===== src/rtl/aatm_divider.sv =====
// Restoring divider, one quotient bit per cycle.
module aatm_divider #(
   parameter int N_BITS = 32,
   parameter int D_BITS = 16
) (
   input  logic              clock,
   input  logic              reset,
   input  logic              start,
   input  logic [N_BITS-1:0] numer,
   input  logic [D_BITS-1:0] denom,
   output logic              done,
   output logic [N_BITS-1:0] quot
);
   localparam int CNT_BITS = $clog2(N_BITS + 1);
   logic [N_BITS-1:0] q_ff, q_in;
   logic [D_BITS:0] r_ff, r_in;
   logic [D_BITS-1:0] d_ff, d_in;
   logic [CNT_BITS-1:0] cnt_ff, cnt_in;
   logic busy_ff, busy_in, done_ff, done_in;
   logic [D_BITS:0] trial;

   always_comb begin
      q_in = q_ff; r_in = r_ff; d_in = d_ff; cnt_in = cnt_ff;
      busy_in = busy_ff; done_in = 1'b0;
      trial = {r_ff[D_BITS-1:0], q_ff[N_BITS-1]};
      if (start) begin
         q_in = numer; r_in = '0; d_in = denom;
         cnt_in = CNT_BITS'(N_BITS); busy_in = 1'b1;
      end else if (busy_ff) begin
         if (trial >= {1'b0, d_ff}) begin
            r_in = trial - {1'b0, d_ff};
            q_in = {q_ff[N_BITS-2:0], 1'b1};
         end else begin
            r_in = trial;
            q_in = {q_ff[N_BITS-2:0], 1'b0};
         end
         cnt_in = cnt_ff - 1'b1;
         if (cnt_ff == CNT_BITS'(1)) begin
            busy_in = 1'b0; done_in = 1'b1;
         end
      end
   end

   always_ff @(posedge clock) begin
      q_ff <= q_in; r_ff <= r_in; d_ff <= d_in; cnt_ff <= cnt_in;
      if (reset) begin
         busy_ff <= 1'b0; done_ff <= 1'b0;
      end else begin
         busy_ff <= busy_in; done_ff <= done_in;
      end
   end

   assign done = done_ff;
   assign quot = q_ff;
endmodule


===== config.mk =====
export PLATFORM = sky130hd
export DESIGN_NAME = aatm_divider
export DESIGN_NICKNAME = d
export VERILOG_FILES = /design/src/rtl/aatm_divider.sv
export SDC_FILE = /design/constraint.sdc
export NUM_CORES = 1
export LEC_CHECK = 0
export BUFFER_PORTS_ARGS = -buffer_cell sky130_fd_sc_hd__buf_4
export CAP_MARGIN = 20
export CELL_PAD_IN_SITES_DETAIL_PLACEMENT = 0
export CELL_PAD_IN_SITES_GLOBAL_PLACEMENT = 1
export CORE_AREA = 5 5 82 122
export CTS_BUF_LIST = sky130_fd_sc_hd__clkbuf_2 sky130_fd_sc_hd__clkbuf_4 sky130_fd_sc_hd__clkbuf_8
export CTS_CLUSTER_SIZE = 30
export DETAILED_ROUTE_END_ITERATION = 7
export DIE_AREA = 0 0 87 127
export PLACE_DENSITY = 0.89
export SLEW_MARGIN = 20
export SYNTH_ARGS = -nofsm -noshare
export SYNTH_HDL_FRONTEND = slang
export SYNTH_SLANG_ARGS = --single-unit

===== constraint.sdc =====
create_clock -name clock -period 2.76 [get_ports clock]
set_input_delay 0.414 -clock clock [delete_from_list [all_inputs] [get_ports clock]]
set_output_delay 0.414 -clock clock [all_outputs]
set_load 0.05 [all_outputs]

# Word-level counts from Yosys, hierarchy flattened
# Index checks and enable logic that the tools add are counted.
[op_classes] n_mux=8 n_lt_le_gt_ge=1 reduce_logical=2 n_eq_ne=1 bitwise=1 addsub=2
[op_table] op="two-way mux 32 bit" n=2
[op_table] op="greater-or-equal comparator 17 x 16 -> 1 bit" n=1
[op_table] op="two-way mux 16 bit" n=1
[op_table] op="subtractor 16 bit" n=1
[op_table] op="equality test 6 x 1 -> 1 bit, second input constant" n=1
[op_table] op="subtractor 6 x 1 -> 6 bit, second input constant" n=1
[op_table] op="two-way mux 1 bit" n=5
[op_table] op="OR reduction 3 bit" n=1
[op_table] op="nonzero test 2 bit" n=1
[op_table] op="inverter 1 bit" n=1
[word_totals] input_bits=51 ff_bits=72 output_inout_bits=33

# Logic depth before layout (Yosys ltp)
# Gate-level depths: netlist of run 1.
[depth] ltp_word=4 depth_mapped=10 depth_no_buf=9

# Least setup slack after synthesis of run 1
# No wires, ideal clock.
[synth_timing] path_type="register to register" from="reg q_ff[31] (netlist: quot[31])" to="reg r_ff[5]" period_less_slack_ps=2574 t_required_ps=2638 setup_slack_ps=186 arrival_ps=2453 path_stages_with_launch=10 n_path_buf=1 cell_sequence="edfxtp_1 inv_1 ha_1 nand2b_1 a211o_1 a211o_1 a31o_1 buf_2 and3_1 a221o_1"
[synth_between] elab_chain_cells=2 word_cells_on_any_way=3 classes_between="1 x add/sub; 1 x order compare; 1 x mux"
[synth_lines] item="start: declaration" line_no="15" text="logic [N_BITS-1:0] q_ff, q_in;"
[synth_lines] item="start signal: assignment" line_no="45" text="q_ff <= q_in; r_ff <= r_in; d_ff <= d_in; cnt_ff <= cnt_in;"
[synth_lines] item="subtractor 16 bit / greater-or-equal comparator 17 x 16 -> 1 bit (equally long branches)" line_no="31, 30"
[synth_lines] item="two-way mux 16 bit *" line_no="30" text="if (trial >= {1'b0, d_ff}) begin"
[synth_lines] item="end signal: assignment" line_no="45"
[synth_lines] item="end: declaration" line_no="16" text="logic [D_BITS:0] r_ff, r_in;"
# Mark *: on every way between the ends. The rest lies on a longest branch, timed or not.
# A chain may end at the register's enable or synchronous reset.

# Final worst setup path of run 1
[layout_timing] from="reg d_ff[10]" to="reg r_ff[6]"
[layout_between] elab_chain_cells=2
[layout_lines] item="start: declaration" line_no="17" text="logic [D_BITS-1:0] d_ff, d_in;"
[layout_lines] item="start signal: assignment" line_no="45"
[layout_lines] item="greater-or-equal comparator 17 x 16 -> 1 bit" line_no="30"
[layout_lines] item="two-way mux 16 bit" line_no="30"
# No other way between the ends.

==> qor.yml, run 1 <==
timing:
  period_minus_slack_ns: 2.59
  report.final.slew_viol_count: 0
  finalHoldViolCount: 0
  hold_ws_ns: 0.228
  finClkSkew_ns: 0.00725
  rsz0062_at_grt: "false"
  fin_crit_sh: 0.938
  worst_pin_slew_ns: 0.722
  fmax_mhz: 386
  fin_setup_tns_ns: 0
  setup_violations: 0
  slew_headroom: 0.517
clocking:
  h-tree-depth: 3
  postCtsSetupBuffers: 0
  clock_tree.buffer_depth: 2
  ctsHoldBuffers: 0
  cts_tree: "done"
  cts_resized: 0
  clock-sinks: 72
  cts_root_buffer: "clkbuf_8"
  insertion_delay_ns: 0.35
  cts_buffers: 9
  clk_pin_slew_ns: 0.08
routing:
  drt-pass1-iter-count: 5
  drtIter0Drc: 191
  finalWirelength_mm: 9.30
  drc: 0
  via_count: 3031
  viasPerCell: 5.40
  drt-wirelength-per-cell_um: 16.6
  postRouteAntennaNets: 0
global_route:
  use_met3: 0.0677
  use_met1: 0.187
  overflow: 0
  top_usage_layer: "met2"
  grt_pass1_vias: 3231
  grt_usage: 0.175
  grt_use_met2: 0.298
  antenna_found_initial: 0
  grt_start_max_net_pins: 35
  grt_pass1_wl_mm: 15.2
cells_and_area:
  drive_above_1_share: 0.346
  multiInputGateArea_um2: 1720
  fill_cells: 765
  postLayoutCoreUtil: 0.551
  n_antenna_cell: 0
  fin_nets: 516
  regArea_um2: 1920
  finalNonFillerCells: 561
  layout-area-overhead-vs-synth_pct: 27.2
place:
  gp_congestion: 0.870
  hpwl_mm: 7.10
  numPortBuffers: 83
  place_inst: 545
setup_path:
  arrival_ns: 2.87
  r2r_start: "d_ff[10]"
  crit_top_cell: "or4_1"
  path_cells: "inv_1 -> ha_1 -> nand4_1 -> or4_1 -> and3_1 -> a31o_1 -> or4_1 -> o211ai_2"
  reg2regPathDepth: 8
  rr_endpoint: "r_ff[6]"
  path_class: "flip-flop to flip-flop"
  crit_path_top_delay_cell: "or4_1"
  rrSetupSlack_ns: 0.17
  cp.buffers_inverters: 1
  critPathLaunchType: "flip-flop"
  cp_top_family: "simple AND/OR/NAND/NOR gates"
  end_kind: "flip-flop"
  slowest_delay_ns: 0.55
  cp_max_fo: 7
  cp.required_ns: 3.04
synth:
  ys_ff_latch: 72
  yosys.area.top_type_share: 0.379
  synthTopCellsByArea: "edfxtp_1, dfxtp_1, mux2_2"
  async_flop_share: 0
  yosysSeqAreaShare: 0.505
  netlist_area_um2: 3800
  ys.flop_type: "edfxtp_1"
  syn_area_per_cell_um2: 11.0
  synth_edf_count: 48
  synth_top_area_cell: "edfxtp_1"
  synth_warnings: 0
  synth_fp_nets: 417
  synth_cells: 347
  synth.distinct_cells: 54
power_and_ir_drop:
  p_per_area_nw_per_um2: 595
  ir_worst_vdd_mv: 0.417
  p_leak_uw: 0.00205
die:
  dieHeight_um: 127
  start_util: 0.433
  die_area_um2: 11000
  rows: 42
  ios: 84
  core-area_um2: 8780
  die_x_um: 87
min_path:
  hold_path_class: "input pin to flip-flop"
  holdPathEnd: "busy_ff"
  hold_path_depth: 2
  min-delay-start: "reset"
status:
  status: "completed"
flow_run:
  max-cap-violations: 0
worst reg2reg max path: cells and delay by family, from the launching register on:
kind | cells | cell delay [ns]
AND/OR/NAND/NOR | 4 | 1.41
flip-flops | 1 | 0.33
adder cells (fa/ha/maj) | 1 | 0.38
AO/OA/AOI/OAI | 2 | 0.36
buffers and inverters | 1 | 0.04
final cells by class:
class / count / area share
timing repair buffer: 103 / 0.160
tap: 110 / 0.0285
clock buffer: 12 / 0.0303
multi-input combinational: 236 / 0.356
sequential: 72 / 0.397
clock inverter: 4 / 0.00931
inverter: 24 / 0.0186
cell families after synthesis:
group	Yosys count	synth area share
compound gates	75	0.139
fa+ha+maj	19	0.0645
flops	72	0.505
buf+inv	39	0.0418
simple gates	97	0.125
xor+xnor	12	0.0276
mux	33	0.0971
through the flow:
stage / area (µm²) / worst slack [ns] / power, µW
after detailed placement: 4640 / 0.173 / 2070
after floorplan: 3800 / 0.186 / 1820
final: 4840 / 0.172 / 2880
after global routing: 4840 / 0.0504 / 3020
after CTS: 4840 / 0.163 / 2910
after global placement: 4640 / 0.247 / 2060
worst max path at each step:
stage | startpoint | endpoint | slack [ns] | cells after the start
after floorplan | quot[31] | r_ff[5] | 0.19 | 9
after global placement | d_ff[10] | r_ff[6] | 0.25 | 8
after detailed placement | d_ff[10] | r_ff[6] | 0.17 | 8
after CTS | d_ff[10] | r_ff[6] | 0.16 | 8
after global routing | d_ff[10] | r_ff[1] | 0.05 | 9
final | d_ff[10] | r_ff[6] | 0.17 | 8
where the power goes:
| group | total (µW) | internal (µW) | switching, µW |
|---|---|---|---|
| Sequential | 1320 | 1260 | 55.4 |
| Clock | 828 | 444 | 384 |
| Combinational | 735 | 298 | 437 |
| Total | 2880 | 2000 | 877 |
synthesized netlist by cell type (all sizes together), types with 3 or more instances:
cell,number
a211o,3
a211oi,5
a21o,6
a21oi,21
a311oi,4
and3,5
buf,8
clkbuf,7
dfxtp,24
edfxtp,48
ha,18
inv,24
mux2,31
nand2,26
nand2b,5
nand3,10
nand4,3
nor2,28
nor3,4
nor4,3
o211ai,5
o21ai,10
o311a,3
or3,3
or4,3
xnor2,10
cell usage in the layout, fill, tap and decap left out, types with 2 or more instances in the layout:
cell type | Yosys | final
xor2_1 | 2 | 2
nand2b_1 | 5 | 5
nor4_1 | 2 | 2
clkbuf_4 | 0 | 3
or3_1 | 3 | 3
a32oi_1 | 2 | 2
or2_2 | 2 | 2
nand2_1 | 26 | 26
a21o_1 | 6 | 6
nand4b_1 | 2 | 2
edfxtp_1 | 48 | 48
nand4_1 | 2 | 2
inv_1 | 24 | 24
o311a_1 | 3 | 3
a211oi_1 | 5 | 5
a311oi_1 | 4 | 4
dfxtp_1 | 24 | 24
xnor2_1 | 10 | 10
clkbuf_8 | 0 | 9
ha_1 | 18 | 18
a21oi_1 | 21 | 21
buf_4 | 0 | 103
o21ai_1 | 2 | 2
nand3_1 | 10 | 10
o221ai_1 | 2 | 2
o21ai_0 | 8 | 8
o211ai_1 | 4 | 4
o21a_1 | 2 | 2
mux2i_1 | 2 | 2
a211o_1 | 3 | 3
mux2_2 | 31 | 31
or4_1 | 3 | 3
nor2_1 | 28 | 28
and2_1 | 2 | 2
clkinv_2 | 0 | 3
nor3_1 | 4 | 4
and3_1 | 5 | 5
state kept, by name (all words and copies together) (netlist names):
name	cells
busy_ff	1
cnt_ff	6
d_ff	16
done	1
quot	32
r_ff	16
metal layers:
metal | wire length [µm] | vias to the layer above
li1 | - | 1480
met2 | 4870 | 96
met4 | 234 | 0
met3 | 674 | 21
met5 | 0 | -
met1 | 3520 | 1434
Power figures use the tool's default switching activity.
==> run 2: changes to the inputs <==
- RECOVER_POWER: default -> 100
==> run 2 against run 1 <==
  * Core utilization decreased by 1.7 points
  * Die area unchanged
  * Final area fell by 3.1%
  * Sequential power about the same
  * Register-to-register slack worse by 0.02 ns
  * Clock power about the same
  * Hold slack about the same
  * Critical endpoint unchanged
==> qor.yml, run 2 (same netlist as run 1, synthesis figures left out) <==
setup_path:
  rrSetupSlack_ns: 0.15  # was 0.17 ns
  rr_endpoint: "r_ff[6]"  # unchanged
  cp.buffers_inverters: 1  # unchanged
  critPathLaunchType: "flip-flop"  # unchanged
  crit_top_cell: "or4_1"  # unchanged
  path_class: "flip-flop to flip-flop"  # unchanged
  path_cells: "inv_1 -> ha_1 -> nand4_1 -> or4_1 -> and3_1 -> a31o_1 -> or4_1 -> o211ai_1"  # was inv_1 -> ha_1 -> nand4_1 -> or4_1 -> and3_1 -> a31o_1 -> or4_1 -> o211ai_2
  crit_path_top_delay_cell: "or4_1"  # unchanged
  crit_start: "d_ff[10]"  # unchanged
  end_kind: "flip-flop"  # unchanged
  path_depth: 8  # unchanged
  arrival_ns: 2.89  # was 2.87 ns
  reg2regPathDepth: 8  # unchanged
  cp_max_fo: 7  # unchanged
  endpoint: "r_ff[6]"  # unchanged
  r2r_start: "d_ff[10]"  # unchanged
  slowest_delay_ns: 0.55  # about the same
  cp.required_ns: 3.03  # was 3.04 ns
  cp_top_family: "simple AND/OR/NAND/NOR gates"  # unchanged
power_and_ir_drop:
  p_leak_uw: 0.00190  # was 0.00205 µW
  p_per_area_nw_per_um2: 603  # was 595 nW/µm²
  p_sw_frac: 0.308  # was 0.305
  p_int_uw: 1960  # was 2000 µW
  power_switching_uw: 872  # was 877 µW
  clockPowerShare: 0.292  # was 0.288
  ir_worst_vdd_mv: 0.414  # was 0.417 mV
  seqPwrFrac: 0.465  # was 0.457
  p_comb_frac: 0.243  # was 0.255
die:
  rows: 42  # unchanged
  ios: 84  # unchanged
  die_area_um2: 11000  # unchanged
  start_util: 0.433  # unchanged
  die_x_um: 87  # unchanged
  dieHeight_um: 127  # unchanged
  core-area_um2: 8780  # unchanged
cells_and_area:
  postLayoutCoreUtil: 0.534  # was 0.551
  n_antenna_cell: 0  # unchanged
  final_cell_mix: "buf_4, edfxtp_1, clkbuf_1, mux2_2, nor2_1"  # was buf_4, edfxtp_1, mux2_2, nor2_1, nand2_1
  fill_cells: 799  # was 765
  largest_register_ffs: 32  # unchanged
  layout-area-overhead-vs-synth_pct: 23.2  # was 27.2%
  final_common_cell: "buf_4"  # unchanged
  drive_above_1_share: 0.262  # was 0.346
  fin_nets: 516  # unchanged
  multiInputGateArea_um2: 1710  # was 1720 µm²
  regArea_um2: 1920  # unchanged
clocking:
  clk_pin_slew_ns: 0.08  # about the same
  ctsHoldBuffers: 0  # unchanged
  h-tree-depth: 3  # unchanged
  clock_tree.buffer_depth: 2  # unchanged
  cts_tree: "done"  # unchanged
  cts_resized: 0  # unchanged
  insertion_delay_ns: 0.35  # about the same
  clock-sinks: 72  # unchanged
  postCtsSetupBuffers: 0  # unchanged
  cts_buffers: 9  # unchanged
  cts_root_buffer: "clkbuf_8"  # unchanged
timing:
  finalHoldViolCount: 0  # unchanged
  finClkSkew_ns: 0.00856  # was 0.00725 ns
  fin_crit_sh: 0.946  # was 0.938
  report.final.slew_viol_count: 0  # unchanged
  fmax_mhz: 383  # was 386 MHz
  setup_ws_ns: 0.148  # was 0.172 ns
  period_minus_slack_ns: 2.61  # was 2.59 ns
  rsz0062_at_grt: "false"  # unchanged
  fin_setup_tns_ns: 0  # unchanged
  setup_violations: 0  # unchanged
  worst_pin_slew_ns: 0.936  # was 0.722 ns
  slew_headroom: 0.376  # was 0.517
routing:
  postRouteAntennaNets: 0  # unchanged
  drc: 0  # unchanged
  drt-pass1-iter-count: 5  # unchanged
  viasPerCell: 5.46  # was 5.40
  drtIter0Drc: 184  # was 191
  finalWirelength_mm: 9.21  # was 9.30 mm
  via_count: 3064  # was 3031
  drt-wirelength-per-cell_um: 16.4  # was 16.6 µm
min_path:
  hold_path_depth: 2  # unchanged
  hold_path_class: "input pin to flip-flop"  # unchanged
global_route:
  grt_pass1_wl_mm: 15.2  # unchanged
  antenna_found_initial: 0  # unchanged
  grt_pass1_vias: 3231  # unchanged
  grt_usage: 0.175  # unchanged
  grt_start_max_net_pins: 35  # unchanged
  overflow: 0  # unchanged
place:
  dpl_worst_slack_ns: 0.173  # unchanged
  gp_congestion: 0.870  # unchanged
  hpwl_mm: 7.10  # unchanged
  numPortBuffers: 83  # unchanged
status:
  status: "completed"  # unchanged
flow_run:
  max-cap-violations: 0  # unchanged
run 2: changes by cell type in the layout (fill, tap and decap cells not counted), sizes merged:
cell / delta
buf: -54
clkbuf: +54
run 2: worst register-to-register path, delay by kind of cell, from the launching register on:
family / cells / cell delay (ns)
buf+inv: 1 / 0.04
flops: 1 / 0.33
fa+ha+maj: 1 / 0.38
compound gates: 2 / 0.38
simple gates: 4 / 1.41
run 2: how the worst min path moves through the flow:
stage          startpoint   endpoint
2_1_floorplan    r_ff[15]   r_ff[15]
3_3_place_gp     r_ff[15]   r_ff[15]
3_5_place_dp    cnt_ff[1]  cnt_ff[1]
4_1_cts             reset    busy_ff
5_1_grt             reset    busy_ff
6_report            reset    busy_ff
run 2: metrics by stage:
stage	cell area [µm²]	power, µW	std cells	hold slack [ns]
floorplan	3800	1820	347	0.447
global placement	4640	2060	545	0.465
detailed placement	4640	2070	545	0.487
CTS	4840	2910	561	0.209
global route	4680	2970	561	0.209
finish	4680	2830	561	0.228
run 2: cell type report:
cell class	count	share of cell area
clock buffers	12	0.0312
clock inverters	4	0.00962
inverters	24	0.0192
multi-input cells	236	0.365
flip-flops and latches	72	0.410
well taps	110	0.0294
repair buffers	103	0.135
run 2: power groups by stage:
| stage | clock network, µW | registers, µW | logic, µW |
|---|---|---|---|
| 6_report | 826 | 1310 | 686 |
| 5_1_grt | 898 | 1330 | 747 |
| 4_1_cts | 852 | 1320 | 738 |
| 3_5_place_dp | 0 | 1340 | 736 |
| 3_3_place_gp | 0 | 1340 | 724 |
| 2_1_floorplan | 0 | 1500 | 321 |
run 2: metal layers:
metal  global-route usage  up-vias  share of wire
met5                    0        -              0
met2                0.298      107           0.53
li1                     -     1487              -
met3               0.0677       23          0.076
met1                0.187     1447           0.37
met4               0.0789        0          0.030
==> run 3: changes to the inputs <==
- ABC_AREA: default -> 1
- CORE_AREA: 5 5 82 122 -> 5 5 88 130
- DIE_AREA: 0 0 87 127 -> 0 0 93 135
- GPL_TIMING_DRIVEN: default -> 0
- PLACE_DENSITY: 0.89 -> 0.88
==> run 3 against run 2 <==
  * Worst setup slack improved by 0.38 ns
  * Critical path depth increased by 2
  * Clock skew increased by 0.0020 ns
  * Final area increased by 4.9%
  * Routed wire length increased by 6.8%
  * Largest cell class unchanged
  * Critical path type unchanged
  * Combinational power decreased by 23%
  * Largest power group unchanged
  * Sequential share of layout area decreased by 1.9 points
==> qor.yml, run 3 <==
timing:
  fin_crit_sh: 0.808  # was 0.946
  hold_ws_ns: 0.240  # was 0.228 ns
  worst_pin_slew_ns: 1.17  # was 0.936 ns
  fmax_mhz: 448  # was 383 MHz
  setup_ws_ns: 0.529  # was 0.148 ns
  setup_violations: 0  # unchanged
  slew_headroom: 0.219  # was 0.376
  finClkSkew_ns: 0.0106  # was 0.00856 ns
  finalHoldViolCount: 0  # unchanged
  report.final.slew_viol_count: 0  # unchanged
  rsz0062_at_grt: "false"  # unchanged
  period_minus_slack_ns: 2.23  # was 2.61 ns
setup_path:
  cp_max_fo: 10  # was 7
  arrival_ns: 2.50  # was 2.89 ns
  path_cells: "inv_1 -> ha_1 -> a21oi_1 -> a21oi_1 -> nor2_4 -> nand2_1 -> buf_8 -> nand2_1 -> nand3_1 -> o21ai_0"  # was inv_1 -> ha_1 -> nand4_1 -> or4_1 -> and3_1 -> a31o_1 -> or4_1 -> o211ai_1
  path_class: "flip-flop to flip-flop"  # unchanged
  cp.required_ns: 3.03  # about the same
  crit_path_top_delay_cell: "ha_1"  # was or4_1
  end_kind: "flip-flop"  # unchanged
  slowest_delay_ns: 0.34  # was 0.55 ns
  crit_start: "d_ff[12]"  # was d_ff[10]
  critPathLaunchType: "flip-flop"  # unchanged
  r2r_start: "d_ff[12]"  # was d_ff[10]
  reg2regPathDepth: 10  # was 8
power_and_ir_drop:
  p_per_area_nw_per_um2: 550  # was 603 nW/µm²
  p_leak_uw: 0.00247  # was 0.00190 µW
  ir_worst_vdd_mv: 0.392  # was 0.414 mV
  p_int_uw: 1900  # was 1960 µW
  p_sw_frac: 0.298  # was 0.308
  p_comb_frac: 0.196  # was 0.243
  seqPwrFrac: 0.477  # was 0.465
  power_switching_uw: 806  # was 872 µW
  total_power_uw: 2700  # was 2830 µW
  clockPowerShare: 0.327  # was 0.292
synth:
  yosys.area.top_type_share: 0.357  # was 0.379
  syn_area_per_cell_um2: 7.79  # was 11.0 µm²
  ys_ff_latch: 72  # unchanged
  synth.most_common_cell: "nand2_1"  # was edfxtp_1
  netlist_area_um2: 4040  # was 3800 µm²
  synthTopCellsByArea: "edfxtp_1, nand2_1, dfxtp_1"  # was edfxtp_1, dfxtp_1, mux2_2
  async_flop_share: 0  # unchanged
  synth_top_area_cell: "edfxtp_1"  # unchanged
  synth_common_cells: "nand2_1, inv_1, edfxtp_1"  # was edfxtp_1, mux2_2, nor2_1
  ys.flop_type: "edfxtp_1"  # unchanged
  synth_fp_nets: 589  # was 417
  synth_warnings: 0  # unchanged
  synth.distinct_cells: 37  # was 54
  synth_edf_count: 48  # unchanged
  synth_cells: 519  # was 347
  yosysSeqAreaShare: 0.475  # was 0.505
clocking:
  ctsHoldBuffers: 0  # unchanged
  clock-sinks: 72  # unchanged
  h-tree-depth: 3  # unchanged
  clock_tree.buffer_depth: 2  # unchanged
  cts_buffers: 9  # unchanged
  postCtsSetupBuffers: 0  # unchanged
  cts_resized: 0  # unchanged
  cts_tree: "done"  # unchanged
  clk_pin_slew_ns: 0.07  # was 0.08 ns
  insertion_delay_ns: 0.35  # about the same
  cts_root_buffer: "clkbuf_8"  # unchanged
cells_and_area:
  fin_nets: 684  # was 516
  drive_above_1_share: 0.144  # was 0.262
  final_cell_mix: "nand2_1, inv_1, edfxtp_1, clkbuf_1, nand3_1"  # was buf_4, edfxtp_1, clkbuf_1, mux2_2, nor2_1
  layout-area-overhead-vs-synth_pct: 21.6  # was 23.2%
  final_common_cell: "nand2_1"  # was buf_4
  n_antenna_cell: 0  # unchanged
  postLayoutCoreUtil: 0.485  # was 0.534
  largest_register_ffs: 32  # unchanged
  finalNonFillerCells: 736  # was 561
place:
  gp_congestion: 0.860  # was 0.870
  numPortBuffers: 83  # unchanged
  dpl_worst_slack_ns: 0.461  # was 0.173 ns
  place_inst: 720  # was 545
  hpwl_mm: 7.96  # was 7.10 mm
routing:
  drtIter0Drc: 148  # was 184
  postRouteAntennaNets: 0  # unchanged
  drc: 0  # unchanged
  drt-pass1-iter-count: 4  # was 5
  drt-wirelength-per-cell_um: 13.4  # was 16.4 µm
  via_count: 3505  # was 3064
  finalWirelength_mm: 9.84  # was 9.21 mm
  viasPerCell: 4.76  # was 5.46
global_route:
  grt_pass1_vias: 3703  # was 3231
  grt_start_max_net_pins: 24  # was 35
  grt_pass1_wl_mm: 16.6  # was 15.2 mm
  grt_usage: 0.167  # was 0.175
  overflow: 0  # unchanged
  antenna_found_initial: 0  # unchanged
die:
  die_area_um2: 12600  # was 11000 µm²
  rows: 45  # was 42
  die_x_um: 93  # was 87 µm
  start_util: 0.399  # was 0.433
  core-area_um2: 10100  # was 8780 µm²
  ios: 84  # unchanged
  dieHeight_um: 135  # was 127 µm
flow_run:
  max-cap-violations: 0  # unchanged
min_path:
  hold_path_class: "input pin to flip-flop"  # unchanged
  min-delay-start: "reset"  # unchanged
  hold_path_depth: 2  # unchanged
status:
  status: "completed"  # unchanged
-- run 3: cell type report --
cell class                      count  area (µm²)
Clock buffer                       13         173
Clock inverter                      3        40.0
Multi-Input combinational cell    355        1740
Fill cell                        1034        5220
Buffer                             12        62.6
Sequential cell                    72        1920
Tap cell                          117         146
Timing Repair Buffer               84         527
Inverter                           80         300
-- run 3: routing by layer --
metal / share of wire / GRT usage
met2: 0.51 / 0.303
met3: 0.062 / 0.0546
met1: 0.40 / 0.173
met5: 0 / 0
met4: 0.026 / 0.0717
-- run 3: path summary, 6_finish.rpt --
| kind | endpoint | slack (ns) |
|---|---|---|
| worst max register to register | r_ff[9] | 0.53 |
| worst max-delay path | r_ff[9] | 0.53 |
| worst min register to register | r_ff[13] | 0.47 |
| worst min-delay path | busy_ff | 0.24 |
-- run 3: logic make-up (layout without fill, tap and decap cells) --
logic type,Yosys count,in the layout,synth area share
and+or+nand+nor,300,300,0.318
buffers and inverters,92,192,0.0901
DFF,72,72,0.475
AOI/OAI and AO/OA,30,30,0.0424
adders and majority gates,19,19,0.0607
xor gates and xnor gates,6,6,0.0130
-- run 3: power by group through the flow --
| stage | clock (µW) | combinational [µW] | sequential [µW] |
|---|---|---|---|
| finish | 883 | 530 | 1290 |
| global route | 953 | 582 | 1300 |
| CTS | 912 | 580 | 1290 |
| detailed placement | 0 | 580 | 1310 |
| global placement | 0 | 565 | 1310 |
| floorplan | 0 | 201 | 1480 |
-- run 3: worst max-delay path: cells and delay by family (launching register included) --
kind | cells | cell delay [ns]
buf+inv | 2 | 0.26
compound gates | 3 | 0.58
flops | 1 | 0.33
fa+ha+maj | 1 | 0.34
simple gates | 4 | 0.65
-- run 3: through the flow --
stage / setup TNS (ns) / area, µm²
after floorplan: 0 / 4040
after global placement: -12.58 / 4810
after detailed placement: 0 / 4840
after CTS: 0 / 5050
after global routing: 0 / 4910
final: 0 / 4910
